## src/rtl/htdm_pkg.sv

```systemverilog
// Shared types, widths and constants of the thermostat duty meter.
`timescale 1ns / 1ps
`default_nettype none

package htdm_pkg;

  // Field widths
  localparam int CNT_W      = 32;
  localparam int OUT_W      = 32;
  localparam int TEMP_W     = 12;
  localparam int DT_W       = 16;
  localparam int WATT_W     = 16;
  localparam int PCT_W      = 7;
  localparam int CFG_IDX_W  = 2;
  localparam int CFG_DATA_W = 16;

  // Energy path: chill seconds times watts over 3600 = 16 * 225. Drop four bits,
  // then divide by 225 in two 22-bit digits, each by a reciprocal multiply.
  localparam int     PROD_W   = CNT_W + WATT_W;
  localparam int     WH_SHIFT = 4;
  localparam int     WH_ODD   = 225;
  localparam int     WX_W     = PROD_W - WH_SHIFT;
  localparam int     WCH_W    = WX_W / 2;
  localparam int     WREM_W   = $clog2(WH_ODD);
  localparam int     RCP_IN_W = WREM_W + WCH_W;
  localparam int     RCP_SH   = RCP_IN_W + WREM_W;
  localparam longint RCP_M    = ((longint'(1) << RCP_SH) + WH_ODD - 1) / WH_ODD;
  localparam int     RCP_M_W  = RCP_SH - WREM_W + 1;
  localparam int     RCP_P_W  = RCP_IN_W + RCP_M_W;
  localparam int     RCP_Q_W  = RCP_P_W - RCP_SH;
  localparam int     WQ_W     = RCP_Q_W + WCH_W;

  // Percentage path: chill times 100 over runtime, quotient never above 100
  localparam int PCT_SCALE  = 100;
  localparam int PCT_MUL_W  = 7;
  localparam int PCT_NUM_W  = CNT_W + PCT_MUL_W;
  localparam int PCT_Q_W    = PCT_MUL_W + 1;
  localparam int PCT_STEPS  = PCT_Q_W;
  localparam int STEP_CNT_W = $clog2(PCT_STEPS);

  // Queue between front and back
  localparam int Q_DEPTH    = 2;
  localparam int QPTR_W     = $clog2(Q_DEPTH);

  // Register reset values
  localparam logic signed [TEMP_W-1:0] HIGH_THR_RST = 12'sd64;
  localparam logic signed [TEMP_W-1:0] LOW_THR_RST  = 12'sd58;
  localparam logic [WATT_W-1:0]        WATTS_RST    = 16'd85;

  typedef enum logic [CFG_IDX_W-1:0] {
    REG_HIGH_THR = 2'd0,
    REG_LOW_THR  = 2'd1,
    REG_WATTS    = 2'd2
  } reg_idx_e;

  typedef enum logic [1:0] {
    BK_IDLE,
    BK_MUL,
    BK_DIV,
    BK_DONE
  } back_state_e;

  typedef struct packed {
    logic [DT_W-1:0]          elapsed_seconds;
    logic signed [TEMP_W-1:0] temperature;
  } in_item_t;

  typedef struct packed {
    logic              compressor_on;
    logic [OUT_W-1:0]  runtime_seconds;
    logic [OUT_W-1:0]  chill_seconds;
    logic [PCT_W-1:0]  chill_percent;
    logic [OUT_W-1:0]  watt_hours;
  } out_item_t;

  typedef struct packed {
    logic             compressor_on;
    logic [CNT_W-1:0] runtime;
    logic [CNT_W-1:0] chill;
  } q_entry_t;

  // Queue status seen by front and back
  typedef struct packed {
    logic full;
    logic empty;
  } q_status_t;

endpackage

`default_nettype wire

```

## src/rtl/htdm_in_if.sv

```systemverilog
// Input channel of the thermostat duty meter: one control tick per item.
`timescale 1ns / 1ps
`default_nettype none

interface htdm_in_if;
  logic               valid;
  logic               ready;
  htdm_pkg::in_item_t data;

  modport source (output valid, output data, input ready);
  modport sink   (input valid, input data, output ready);
endinterface

`default_nettype wire

```

## src/rtl/htdm_out_if.sv

```systemverilog
// Output channel of the thermostat duty meter: one result per tick.
`timescale 1ns / 1ps
`default_nettype none

interface htdm_out_if;
  logic                valid;
  logic                ready;
  htdm_pkg::out_item_t data;

  modport source (output valid, output data, input ready);
  modport sink   (input valid, input data, output ready);
endinterface

`default_nettype wire

```

## src/rtl/htdm_front.sv

```systemverilog
// Front: accept ticks, update totals and hysteresis state, push snapshots.
`timescale 1ns / 1ps
`default_nettype none

module htdm_front (
  input  wire logic                                  clk_i,
  input  wire logic                                  rst_ni,
  htdm_in_if.sink                                    in_i,
  input  wire logic signed [htdm_pkg::TEMP_W-1:0]    high_thr_i,
  input  wire logic signed [htdm_pkg::TEMP_W-1:0]    low_thr_i,
  input  wire htdm_pkg::q_status_t                   q_status_i,
  output logic                                       push_o,
  output htdm_pkg::q_entry_t                         entry_o
);

  logic                           on_q, on_d;
  logic [htdm_pkg::CNT_W-1:0]     runtime_q, runtime_d;
  logic [htdm_pkg::CNT_W-1:0]     chill_q, chill_d;
  logic [htdm_pkg::CNT_W:0]       rt_sum, ch_sum;
  logic                           accept;

  // Take an item whenever the queue has room
  assign in_i.ready = !q_status_i.full;
  assign accept     = in_i.valid && !q_status_i.full;

  // Saturating totals; chill counts only if the compressor was on before the tick
  always_comb begin
    rt_sum    = {1'b0, runtime_q} + (htdm_pkg::CNT_W + 1)'(in_i.data.elapsed_seconds);
    ch_sum    = {1'b0, chill_q} + (htdm_pkg::CNT_W + 1)'(in_i.data.elapsed_seconds);
    runtime_d = rt_sum[htdm_pkg::CNT_W] ? '1 : rt_sum[htdm_pkg::CNT_W-1:0];
    if (on_q) begin
      chill_d = ch_sum[htdm_pkg::CNT_W] ? '1 : ch_sum[htdm_pkg::CNT_W-1:0];
    end else begin
      chill_d = chill_q;
    end
  end

  // Hysteresis: test for on only while off, for off only while on
  always_comb begin
    if (on_q) begin
      on_d = !(in_i.data.temperature < low_thr_i);
    end else begin
      on_d = in_i.data.temperature > high_thr_i;
    end
  end

  always_ff @(posedge clk_i or negedge rst_ni) begin
    if (!rst_ni) begin
      on_q      <= 1'b0;
      runtime_q <= '0;
      chill_q   <= '0;
    end else if (accept) begin
      on_q      <= on_d;
      runtime_q <= runtime_d;
      chill_q   <= chill_d;
    end
  end

  // Hand the post-tick snapshot to the back
  assign push_o                = accept;
  assign entry_o.compressor_on = on_d;
  assign entry_o.runtime       = runtime_d;
  assign entry_o.chill         = chill_d;

endmodule

`default_nettype wire

```

## src/rtl/htdm_queue.sv

```systemverilog
// Two-entry queue of tick snapshots between front and back.
`timescale 1ns / 1ps
`default_nettype none

module htdm_queue (
  input  wire logic                 clk_i,
  input  wire logic                 rst_ni,
  input  wire logic                 push_i,
  input  wire htdm_pkg::q_entry_t   entry_i,
  input  wire logic                 pop_i,
  output htdm_pkg::q_entry_t        entry_o,
  output htdm_pkg::q_status_t       status_o
);

  htdm_pkg::q_entry_t              slot_q [htdm_pkg::Q_DEPTH];
  logic [htdm_pkg::QPTR_W-1:0]     wptr_q, rptr_q;
  logic [htdm_pkg::QPTR_W:0]       count_q;
  logic                            do_push, do_pop;

  assign status_o.full  = (count_q == (htdm_pkg::QPTR_W + 1)'(htdm_pkg::Q_DEPTH));
  assign status_o.empty = (count_q == '0);
  assign do_push        = push_i && !status_o.full;
  assign do_pop         = pop_i && !status_o.empty;
  assign entry_o        = slot_q[rptr_q];

  // Store the pushed snapshot
  always_ff @(posedge clk_i) begin
    if (do_push) begin
      slot_q[wptr_q] <= entry_i;
    end
  end

  // Advance pointers and fill count
  always_ff @(posedge clk_i or negedge rst_ni) begin
    if (!rst_ni) begin
      wptr_q  <= '0;
      rptr_q  <= '0;
      count_q <= '0;
    end else begin
      if (do_push) begin
        wptr_q <= wptr_q + 1'b1;
      end
      if (do_pop) begin
        rptr_q <= rptr_q + 1'b1;
      end
      if (do_push && !do_pop) begin
        count_q <= count_q + 1'b1;
      end else if (do_pop && !do_push) begin
        count_q <= count_q - 1'b1;
      end
    end
  end

endmodule

`default_nettype wire

```

## src/rtl/htdm_back.sv

```systemverilog
// Back: percentage division and reciprocal watt-hour divide on a snapshot, then hold the result.
`timescale 1ns / 1ps
`default_nettype none

module htdm_back (
  input  wire logic                           clk_i,
  input  wire logic                           rst_ni,
  input  wire logic [htdm_pkg::WATT_W-1:0]    watts_i,
  input  wire htdm_pkg::q_status_t            q_status_i,
  input  wire htdm_pkg::q_entry_t             entry_i,
  output logic                                pop_o,
  htdm_out_if.source                          out_o
);

  localparam logic [htdm_pkg::RCP_M_W-1:0] RcpMC   = htdm_pkg::RCP_M_W'(htdm_pkg::RCP_M);
  localparam logic [htdm_pkg::WREM_W-1:0]  WhOddC  = htdm_pkg::WREM_W'(htdm_pkg::WH_ODD);
  localparam logic [htdm_pkg::PCT_Q_W-1:0] PctMaxC = htdm_pkg::PCT_Q_W'(htdm_pkg::PCT_SCALE);
  localparam logic [htdm_pkg::STEP_CNT_W-1:0] LastStepC =
    htdm_pkg::STEP_CNT_W'(htdm_pkg::PCT_STEPS - 1);
  localparam logic [htdm_pkg::STEP_CNT_W-1:0] WhHiStepC  = htdm_pkg::STEP_CNT_W'(0);
  localparam logic [htdm_pkg::STEP_CNT_W-1:0] WhRemStepC = htdm_pkg::STEP_CNT_W'(1);
  localparam logic [htdm_pkg::STEP_CNT_W-1:0] WhLoStepC  = htdm_pkg::STEP_CNT_W'(2);

  htdm_pkg::back_state_e state_q, state_d;
  logic [htdm_pkg::STEP_CNT_W-1:0] step_q;

  // Snapshot and division registers
  logic                              on_q;
  logic [htdm_pkg::CNT_W-1:0]        rt_q, ch_q;
  logic [htdm_pkg::WX_W-1:0]         wh_q;
  logic [htdm_pkg::RCP_Q_W-1:0]      wqh_q;
  logic [htdm_pkg::RCP_IN_W-1:0]     wy_q;
  logic [htdm_pkg::WCH_W-1:0]        wql_q;
  logic [htdm_pkg::PCT_NUM_W-1:0]    prem_q, dsh_q;
  logic [htdm_pkg::PCT_Q_W-1:0]      pquo_q;

  // Step results
  logic [htdm_pkg::PROD_W-1:0]       wprod;
  logic [htdm_pkg::WCH_W-1:0]        wx_hi, wqh_mul;
  logic [htdm_pkg::RCP_IN_W-1:0]     rcp_in;
  logic [htdm_pkg::RCP_P_W-1:0]      rcp_prod;
  logic [htdm_pkg::RCP_Q_W-1:0]      rcp_q;
  logic [htdm_pkg::WREM_W-1:0]       wrem;
  logic                              pge;

  // Final formatting
  logic [htdm_pkg::WQ_W-1:0]         wq;
  logic [htdm_pkg::PCT_W-1:0]        pct_fin;
  logic [htdm_pkg::OUT_W-1:0]        wh_fin;

  // Next state
  always_comb begin
    state_d = state_q;
    unique case (state_q)
      htdm_pkg::BK_IDLE: begin
        if (!q_status_i.empty) begin
          state_d = htdm_pkg::BK_MUL;
        end
      end
      htdm_pkg::BK_MUL:  state_d = htdm_pkg::BK_DIV;
      htdm_pkg::BK_DIV: begin
        if (step_q == LastStepC) begin
          state_d = htdm_pkg::BK_DONE;
        end
      end
      htdm_pkg::BK_DONE: begin
        if (out_o.ready) begin
          state_d = htdm_pkg::BK_IDLE;
        end
      end
      default: state_d = htdm_pkg::BK_IDLE;
    endcase
  end

  // State outputs
  always_comb begin
    pop_o       = 1'b0;
    out_o.valid = 1'b0;
    unique case (state_q)
      htdm_pkg::BK_IDLE: pop_o       = !q_status_i.empty;
      htdm_pkg::BK_DONE: out_o.valid = 1'b1;
      default: begin
        pop_o       = 1'b0;
        out_o.valid = 1'b0;
      end
    endcase
  end

  always_ff @(posedge clk_i or negedge rst_ni) begin
    if (!rst_ni) begin
      state_q <= htdm_pkg::BK_IDLE;
      step_q  <= '0;
    end else begin
      state_q <= state_d;
      if (state_q == htdm_pkg::BK_DIV) begin
        step_q <= step_q + 1'b1;
      end else begin
        step_q <= '0;
      end
    end
  end

  // Energy product, then divide by 225 one 22-bit digit at a time by reciprocal multiply
  always_comb begin
    wprod    = htdm_pkg::PROD_W'(ch_q) * htdm_pkg::PROD_W'(watts_i);
    wx_hi    = wh_q[htdm_pkg::WX_W-1:htdm_pkg::WCH_W];
    rcp_in   = (step_q == WhHiStepC) ? htdm_pkg::RCP_IN_W'(wx_hi) : wy_q;
    rcp_prod = htdm_pkg::RCP_P_W'(rcp_in) * htdm_pkg::RCP_P_W'(RcpMC);
    rcp_q    = rcp_prod[htdm_pkg::RCP_P_W-1:htdm_pkg::RCP_SH];
    wqh_mul  = htdm_pkg::WCH_W'(wqh_q * WhOddC);
    wrem     = htdm_pkg::WREM_W'(wx_hi - wqh_mul);
  end

  // One quotient bit of the percentage per cycle against a shifting divisor
  assign pge = (prem_q >= dsh_q);

  always_ff @(posedge clk_i) begin
    unique case (state_q)
      htdm_pkg::BK_IDLE: begin
        if (!q_status_i.empty) begin
          on_q <= entry_i.compressor_on;
          rt_q <= entry_i.runtime;
          ch_q <= entry_i.chill;
        end
      end
      htdm_pkg::BK_MUL: begin
        wh_q   <= wprod[htdm_pkg::PROD_W-1:htdm_pkg::WH_SHIFT];
        prem_q <= htdm_pkg::PCT_NUM_W'(ch_q) * htdm_pkg::PCT_NUM_W'(htdm_pkg::PCT_SCALE);
        dsh_q  <= htdm_pkg::PCT_NUM_W'(rt_q) << (htdm_pkg::PCT_Q_W - 1);
        pquo_q <= '0;
      end
      htdm_pkg::BK_DIV: begin
        if (step_q == WhHiStepC) begin
          wqh_q <= rcp_q;
        end
        if (step_q == WhRemStepC) begin
          wy_q <= {wrem, wh_q[htdm_pkg::WCH_W-1:0]};
        end
        if (step_q == WhLoStepC) begin
          wql_q <= rcp_q[htdm_pkg::WCH_W-1:0];
        end
        if (pge) begin
          prem_q <= prem_q - dsh_q;
        end
        pquo_q <= {pquo_q[htdm_pkg::PCT_Q_W-2:0], pge};
        dsh_q  <= dsh_q >> 1;
      end
      default: begin
        wh_q <= wh_q;
      end
    endcase
  end

  // Zero runtime gives zero percent; cap and saturate the results
  always_comb begin
    wq = {wqh_q, wql_q};
    if (rt_q == '0) begin
      pct_fin = '0;
    end else if (pquo_q > PctMaxC) begin
      pct_fin = htdm_pkg::PCT_W'(htdm_pkg::PCT_SCALE);
    end else begin
      pct_fin = pquo_q[htdm_pkg::PCT_W-1:0];
    end
    wh_fin = (|wq[htdm_pkg::WQ_W-1:htdm_pkg::OUT_W]) ? '1 : wq[htdm_pkg::OUT_W-1:0];
  end

  assign out_o.data.compressor_on   = on_q;
  assign out_o.data.runtime_seconds = rt_q;
  assign out_o.data.chill_seconds   = ch_q;
  assign out_o.data.chill_percent   = pct_fin;
  assign out_o.data.watt_hours      = wh_fin;

endmodule

`default_nettype wire

```

## src/rtl/hysteresis_thermostat_duty_meter.sv

```systemverilog
// Top level of the hysteresis thermostat with duty and energy meter.
//
//   channel  direction  handshake      payload
//   in_i     sink       valid/ready    elapsed_seconds, temperature
//   out_o    source     valid/ready    compressor_on, runtime/chill seconds,
//                                      chill_percent, watt_hours
//   cfg      write      cfg_we_i       cfg_idx_i, cfg_data_i
//
// The front takes a tick and pushes a snapshot into a two-entry queue.
// The back loads a snapshot, multiplies, then forms the eight percent bits (one a cycle;
// the divide by 225 runs as reciprocal multiplies in the first three steps), and holds
// the result in the output register until out_o.ready before it takes the next one.
// Ticks keep entering until the queue is full, also while a result waits.
// Reset: asynchronous, active low; totals zero, compressor off, registers at defaults.
`timescale 1ns / 1ps
`default_nettype none

module hysteresis_thermostat_duty_meter (
  input  wire logic                                clk_i,
  input  wire logic                                rst_ni,
  htdm_in_if.sink                                  in_i,
  htdm_out_if.source                               out_o,
  input  wire logic                                cfg_we_i,
  input  wire logic [htdm_pkg::CFG_IDX_W-1:0]      cfg_idx_i,
  input  wire logic [htdm_pkg::CFG_DATA_W-1:0]     cfg_data_i
);

  logic signed [htdm_pkg::TEMP_W-1:0] high_thr_q, low_thr_q;
  logic [htdm_pkg::WATT_W-1:0]        watts_q;

  htdm_pkg::q_status_t q_status;
  htdm_pkg::q_entry_t  push_entry, pop_entry;
  logic                push, pop;

  // Configuration registers
  always_ff @(posedge clk_i or negedge rst_ni) begin
    if (!rst_ni) begin
      high_thr_q <= htdm_pkg::HIGH_THR_RST;
      low_thr_q  <= htdm_pkg::LOW_THR_RST;
      watts_q    <= htdm_pkg::WATTS_RST;
    end else if (cfg_we_i) begin
      unique case (cfg_idx_i)
        htdm_pkg::REG_HIGH_THR: high_thr_q <= cfg_data_i[htdm_pkg::TEMP_W-1:0];
        htdm_pkg::REG_LOW_THR:  low_thr_q  <= cfg_data_i[htdm_pkg::TEMP_W-1:0];
        htdm_pkg::REG_WATTS:    watts_q    <= cfg_data_i[htdm_pkg::WATT_W-1:0];
        default:                watts_q    <= watts_q;
      endcase
    end
  end

  htdm_front u_front (
    .clk_i      (clk_i),
    .rst_ni     (rst_ni),
    .in_i       (in_i),
    .high_thr_i (high_thr_q),
    .low_thr_i  (low_thr_q),
    .q_status_i (q_status),
    .push_o     (push),
    .entry_o    (push_entry)
  );

  htdm_queue u_queue (
    .clk_i    (clk_i),
    .rst_ni   (rst_ni),
    .push_i   (push),
    .entry_i  (push_entry),
    .pop_i    (pop),
    .entry_o  (pop_entry),
    .status_o (q_status)
  );

  htdm_back u_back (
    .clk_i      (clk_i),
    .rst_ni     (rst_ni),
    .watts_i    (watts_q),
    .q_status_i (q_status),
    .entry_i    (pop_entry),
    .pop_o      (pop),
    .out_o      (out_o)
  );

endmodule

`default_nettype wire

```

## src/flat_wrapper.sv

```systemverilog
// flat-port wrapper written by rule: the top's interface ports become plain ports
module hysteresis_thermostat_duty_meter_flat 
  (clk_i, rst_ni, cfg_we_i, cfg_idx_i, cfg_data_i, in_i_valid, in_i_data, in_i_ready, out_o_valid, out_o_data, out_o_ready);
  htdm_in_if in_i_i ();
  htdm_out_if out_o_i ();
  input  wire logic clk_i;
  input  wire logic rst_ni;
  input  wire logic cfg_we_i;
  input  wire logic [htdm_pkg::CFG_IDX_W-1:0] cfg_idx_i;
  input  wire logic [htdm_pkg::CFG_DATA_W-1:0] cfg_data_i;
  input wire logic [$bits(in_i_i.valid)-1:0] in_i_valid;
  input wire logic [$bits(in_i_i.data)-1:0] in_i_data;
  output wire logic [$bits(in_i_i.ready)-1:0] in_i_ready;
  output wire logic [$bits(out_o_i.valid)-1:0] out_o_valid;
  output wire logic [$bits(out_o_i.data)-1:0] out_o_data;
  input wire logic [$bits(out_o_i.ready)-1:0] out_o_ready;
  assign in_i_i.valid = in_i_valid;
  assign in_i_i.data = in_i_data;
  assign in_i_ready = in_i_i.ready;
  assign out_o_valid = out_o_i.valid;
  assign out_o_data = out_o_i.data;
  assign out_o_i.ready = out_o_ready;
  hysteresis_thermostat_duty_meter u_core (.clk_i(clk_i), .rst_ni(rst_ni), .in_i(in_i_i), .out_o(out_o_i), .cfg_we_i(cfg_we_i), .cfg_idx_i(cfg_idx_i), .cfg_data_i(cfg_data_i));
endmodule
```

## config.mk

```make
export PLATFORM = sky130hd
export DESIGN_NAME = hysteresis_thermostat_duty_meter_flat
export DESIGN_NICKNAME = d
export VERILOG_FILES = /design/src/rtl/htdm_pkg.sv /design/src/rtl/htdm_in_if.sv /design/src/rtl/htdm_out_if.sv /design/src/rtl/htdm_front.sv /design/src/rtl/htdm_queue.sv /design/src/rtl/htdm_back.sv /design/src/rtl/hysteresis_thermostat_duty_meter.sv /design/src/flat_wrapper.sv
export SDC_FILE = /design/constraint.sdc
export NUM_CORES = 2
export LEC_CHECK = 0
export ABC_CLOCK_PERIOD_IN_PS = 23800
export BUFFER_PORTS_ARGS = -buffer_cell sky130_fd_sc_hd__buf_2
export CAP_MARGIN = 20
export CORE_MARGIN = 10
export CORE_UTILIZATION = 45
export DETAILED_ROUTE_END_ITERATION = 8
export SETUP_SLACK_MARGIN = 0.3
export SYNTH_ARGS = -nofsm -noshare
export SYNTH_HDL_FRONTEND = slang
export SYNTH_SLANG_ARGS = --single-unit
```

## constraint.sdc

```tcl
create_clock -name clk_i -period 23.8 [get_ports clk_i]
set_clock_uncertainty 0.2 [all_clocks]
set_input_delay 1.19 -clock clk_i [delete_from_list [all_inputs] [get_ports clk_i]]
set_output_delay 1.19 -clock clk_i [all_outputs]
set_load 0.02 [all_outputs]
```

==> results.sh <==
export IMPL_grt_max_degree=66
export IMPL_worst_path_buf_inv=7
export IMPL_multiInputGateArea_sq_um=38400
export IMPL_htreeDepth=2
export IMPL_dieArea_sq_um=144000
export IMPL_postSynthCellCount=5675
export IMPL_synth_top_cell_area_share_pct=25.9
export IMPL_hpwl_um=120000
export IMPL_timing_hold_ws_ns=0.218
export IMPL_cp_slowest_cell="a21boi_0"
export IMPL_ys_ff_latch=514
export IMPL_rsz0062_at_grt="no"
export IMPL_start_util_pct=45.5
export IMPL_crit_family="adder cells"
export IMPL_cts_sinks=514
export IMPL_fill_cells=11800
export IMPL_grt_pass1_wl_um=240000
export IMPL_syn2layout_area_growth_pct=8.18
export IMPL_setup_violations_final=0
export IMPL_io_pins=157
export IMPL_drive_gt1_share_pct=9.30
export IMPL_worst_slew_pin_slew_ns=1.07
export IMPL_period_share_pct=40.2
export IMPL_synth_edf_count=400
export IMPL_cp_start_kind="flip-flop"
export IMPL_finalMaxSlewViolations=0
export IMPL_synth_nets=7206
export IMPL_cts_root_buf="clkbuf_16"
export IMPL_cp_arrival_ns=9.75
export IMPL_drt_iter0_markers=2714
export IMPL_die_w_um=380
export IMPL_finalNetCount=7299
export IMPL_hold_viol=0
export IMPL_ant_nets=0
export IMPL_totalWireLength_um=151000
export IMPL_yosysUniqueCellTypes=86
export IMPL_cts_hold_buffers=0
export IMPL_cts_resized=0
export IMPL_cp_end_kind="flip-flop"
export IMPL_finalSetupTns_ns=0
export IMPL_hold_class="flip-flop to flip-flop"
export IMPL_cts_setup_buffers=0
export IMPL_crit_fanout=26
export IMPL_port_buffers=156
export IMPL_antenna_found_initial=2
export IMPL_ys_async_sr_fraction_pct=22.2
export IMPL_max_freq_mhz=105
export IMPL_overflow=0
export IMPL_outcome="complete, no violations"
export IMPL_synthFlopType="edfxtp_1"
export IMPL_avgSynthCellArea_sq_um=10.3
export IMPL_seqCellArea_sq_um=14900
export IMPL_cts_buffer_depth=3
export IMPL_yosysMostFrequentCell="inv_1"
export IMPL_routed_via_count=40200
export IMPL_yosys_top_cells_area="fa_1, edfxtp_1, ha_1"
export IMPL_synth_top_area_cell="fa_1"
export IMPL_clock_latency_ns=0.67
export IMPL_num_rows=131
export IMPL_coreArea_sq_um=128000
export IMPL_drc=0
export IMPL_drt_first_pass_iters=5
export IMPL_relSlewSlack_pct=28.5
export IMPL_cts_buffers=57
export IMPL_yosys_warnings=0
export IMPL_slowest_delay_ns=0.65
export IMPL_ys_seq_area_share_pct=25.6
export IMPL_drv_cap=0
export IMPL_clk_pin_slew_ns=0.06
export IMPL_track_usage_pct=20.9
export IMPL_crit_type="flip-flop to flip-flop"
export IMPL_synth_commonest_cells="inv_1, fa_1, ha_1, nand2_1, edfxtp_1"
export IMPL_vias_per_cell=5.33
export IMPL_fin_crit_ns=9.56
export IMPL_die_y_um=380
export IMPL_final_util_pct=49.2
export IMPL_grt_pass1_vias=42000
export IMPL_required_ns=23.99
export IMPL_gp_congestion=0.986
export IMPL_antennaDiodeCount=0
export IMPL_netlist_area_sq_um=58200
export IMPL_cts_tree="yes"
export IMPL_wl_per_cell_um=20.0
==> path summary, 6_finish.rpt <==
path                                         startpoint                           end  slack [ns]  cells after the start
max in group asynchronous                        rst_ni           u_core.low_thr_q[6]       21.60                      2
worst min-delay path              u_core.u_back.wh_q[4]         u_core.u_back.wy_q[4]        0.22                      0
min in group asynchronous                        rst_ni  u_core.u_front.runtime_q[14]        0.42                      1
worst max register to register  u_core.u_back.step_q[0]       u_core.u_back.wqh_q[21]       14.24                     29
worst min register to register    u_core.u_back.wh_q[4]         u_core.u_back.wy_q[4]        0.22                      0
worst max-delay path            u_core.u_back.step_q[0]       u_core.u_back.wqh_q[21]       14.24                     29
==> cell families after synthesis <==
family | count (synthesis) | synth area share, %
fa+ha+maj | 1480 | 41.5
buf+inv | 1308 | 8.47
simple gates | 1267 | 10.3
compound gates | 757 | 8.28
flops | 514 | 25.6
xor+xnor | 191 | 2.87
mux | 158 | 3.02
==> cell type report <==
type                            instances  share of cell area, %
Inverter                             1120                   6.68
Clock buffer                           64                   2.34
Clock inverter                         44                  0.785
Tap cell                             1729                   3.44
Timing Repair Buffer                  222                   2.09
Multi-Input combinational cell       3853                   61.0
Sequential cell                       514                   23.6
==> sequential cells by signal, indices dropped and copies added (netlist names), 23 cells and up <==
| register | flops |
|---|---|
| u_core.u_back.ch_q | 32 |
| u_core.u_back.wy_q | 30 |
| u_core.u_front.chill_q | 32 |
| u_core.u_front.runtime_q | 32 |
| u_core.u_back.dsh_q | 39 |
| u_core.u_back.wh_q | 44 |
| u_core.u_back.prem_q | 39 |
| u_core.u_back.wqh_q | 23 |
| u_core.u_back.rt_q | 32 |
| u_core.u_queue.slot_q | 130 |
==> placed cells by master, fill, tap and decap left out, types with 13 or more instances in the layout <==
master / n
nor3_1: 40
nor4_1: 19
mux2i_1: 16
dfrtp_1: 104
a31oi_1: 67
a21o_1: 104
ha_1: 723
xor2_1: 85
o21ai_0: 134
mux2_2: 142
o211ai_1: 17
nor2_1: 157
o31ai_1: 13
buf_2: 155
or2_2: 47
and3_1: 37
xnor2_1: 106
buf_4: 63
o21a_1: 27
o22a_1: 26
fa_1: 754
and2_1: 171
nand2b_1: 31
nand2_1: 597
a21oi_1: 246
inv_1: 1119
clkbuf_16: 58
nand4_1: 36
edfxtp_1: 400
nor2b_1: 28
nand3_1: 60
==> metrics by stage <==
step,instance area [sq um],setup WS (ns),instances
final,63000,14.24,7546
after floorplan,58200,15.09,5675
after CTS,62900,14.15,7544
after global routing,63000,13.68,7546
after detailed placement,61000,14.18,7436
after global placement,60900,14.42,7434
==> worst reg2reg max path: cells and delay by family (launching register included) <==
kind	cells	cell delay, ns
buf+inv	7	0.94
simple gates	4	0.87
flops	1	0.39
compound gates	8	2.87
fa+ha+maj	10	4.01
==> layer usage <==
metal	GRT usage (%)	vias to the layer above	wire length [um]
li1	-	18700	-
met1	28.7	20300	68000
met2	34.2	1081	70100
met3	2.89	216	8460
met4	5.90	2	4510
met5	0	-	13
Power is not shown: default switching activity piles up to over one toggle a cycle in this logic, so the estimate is an artifact.
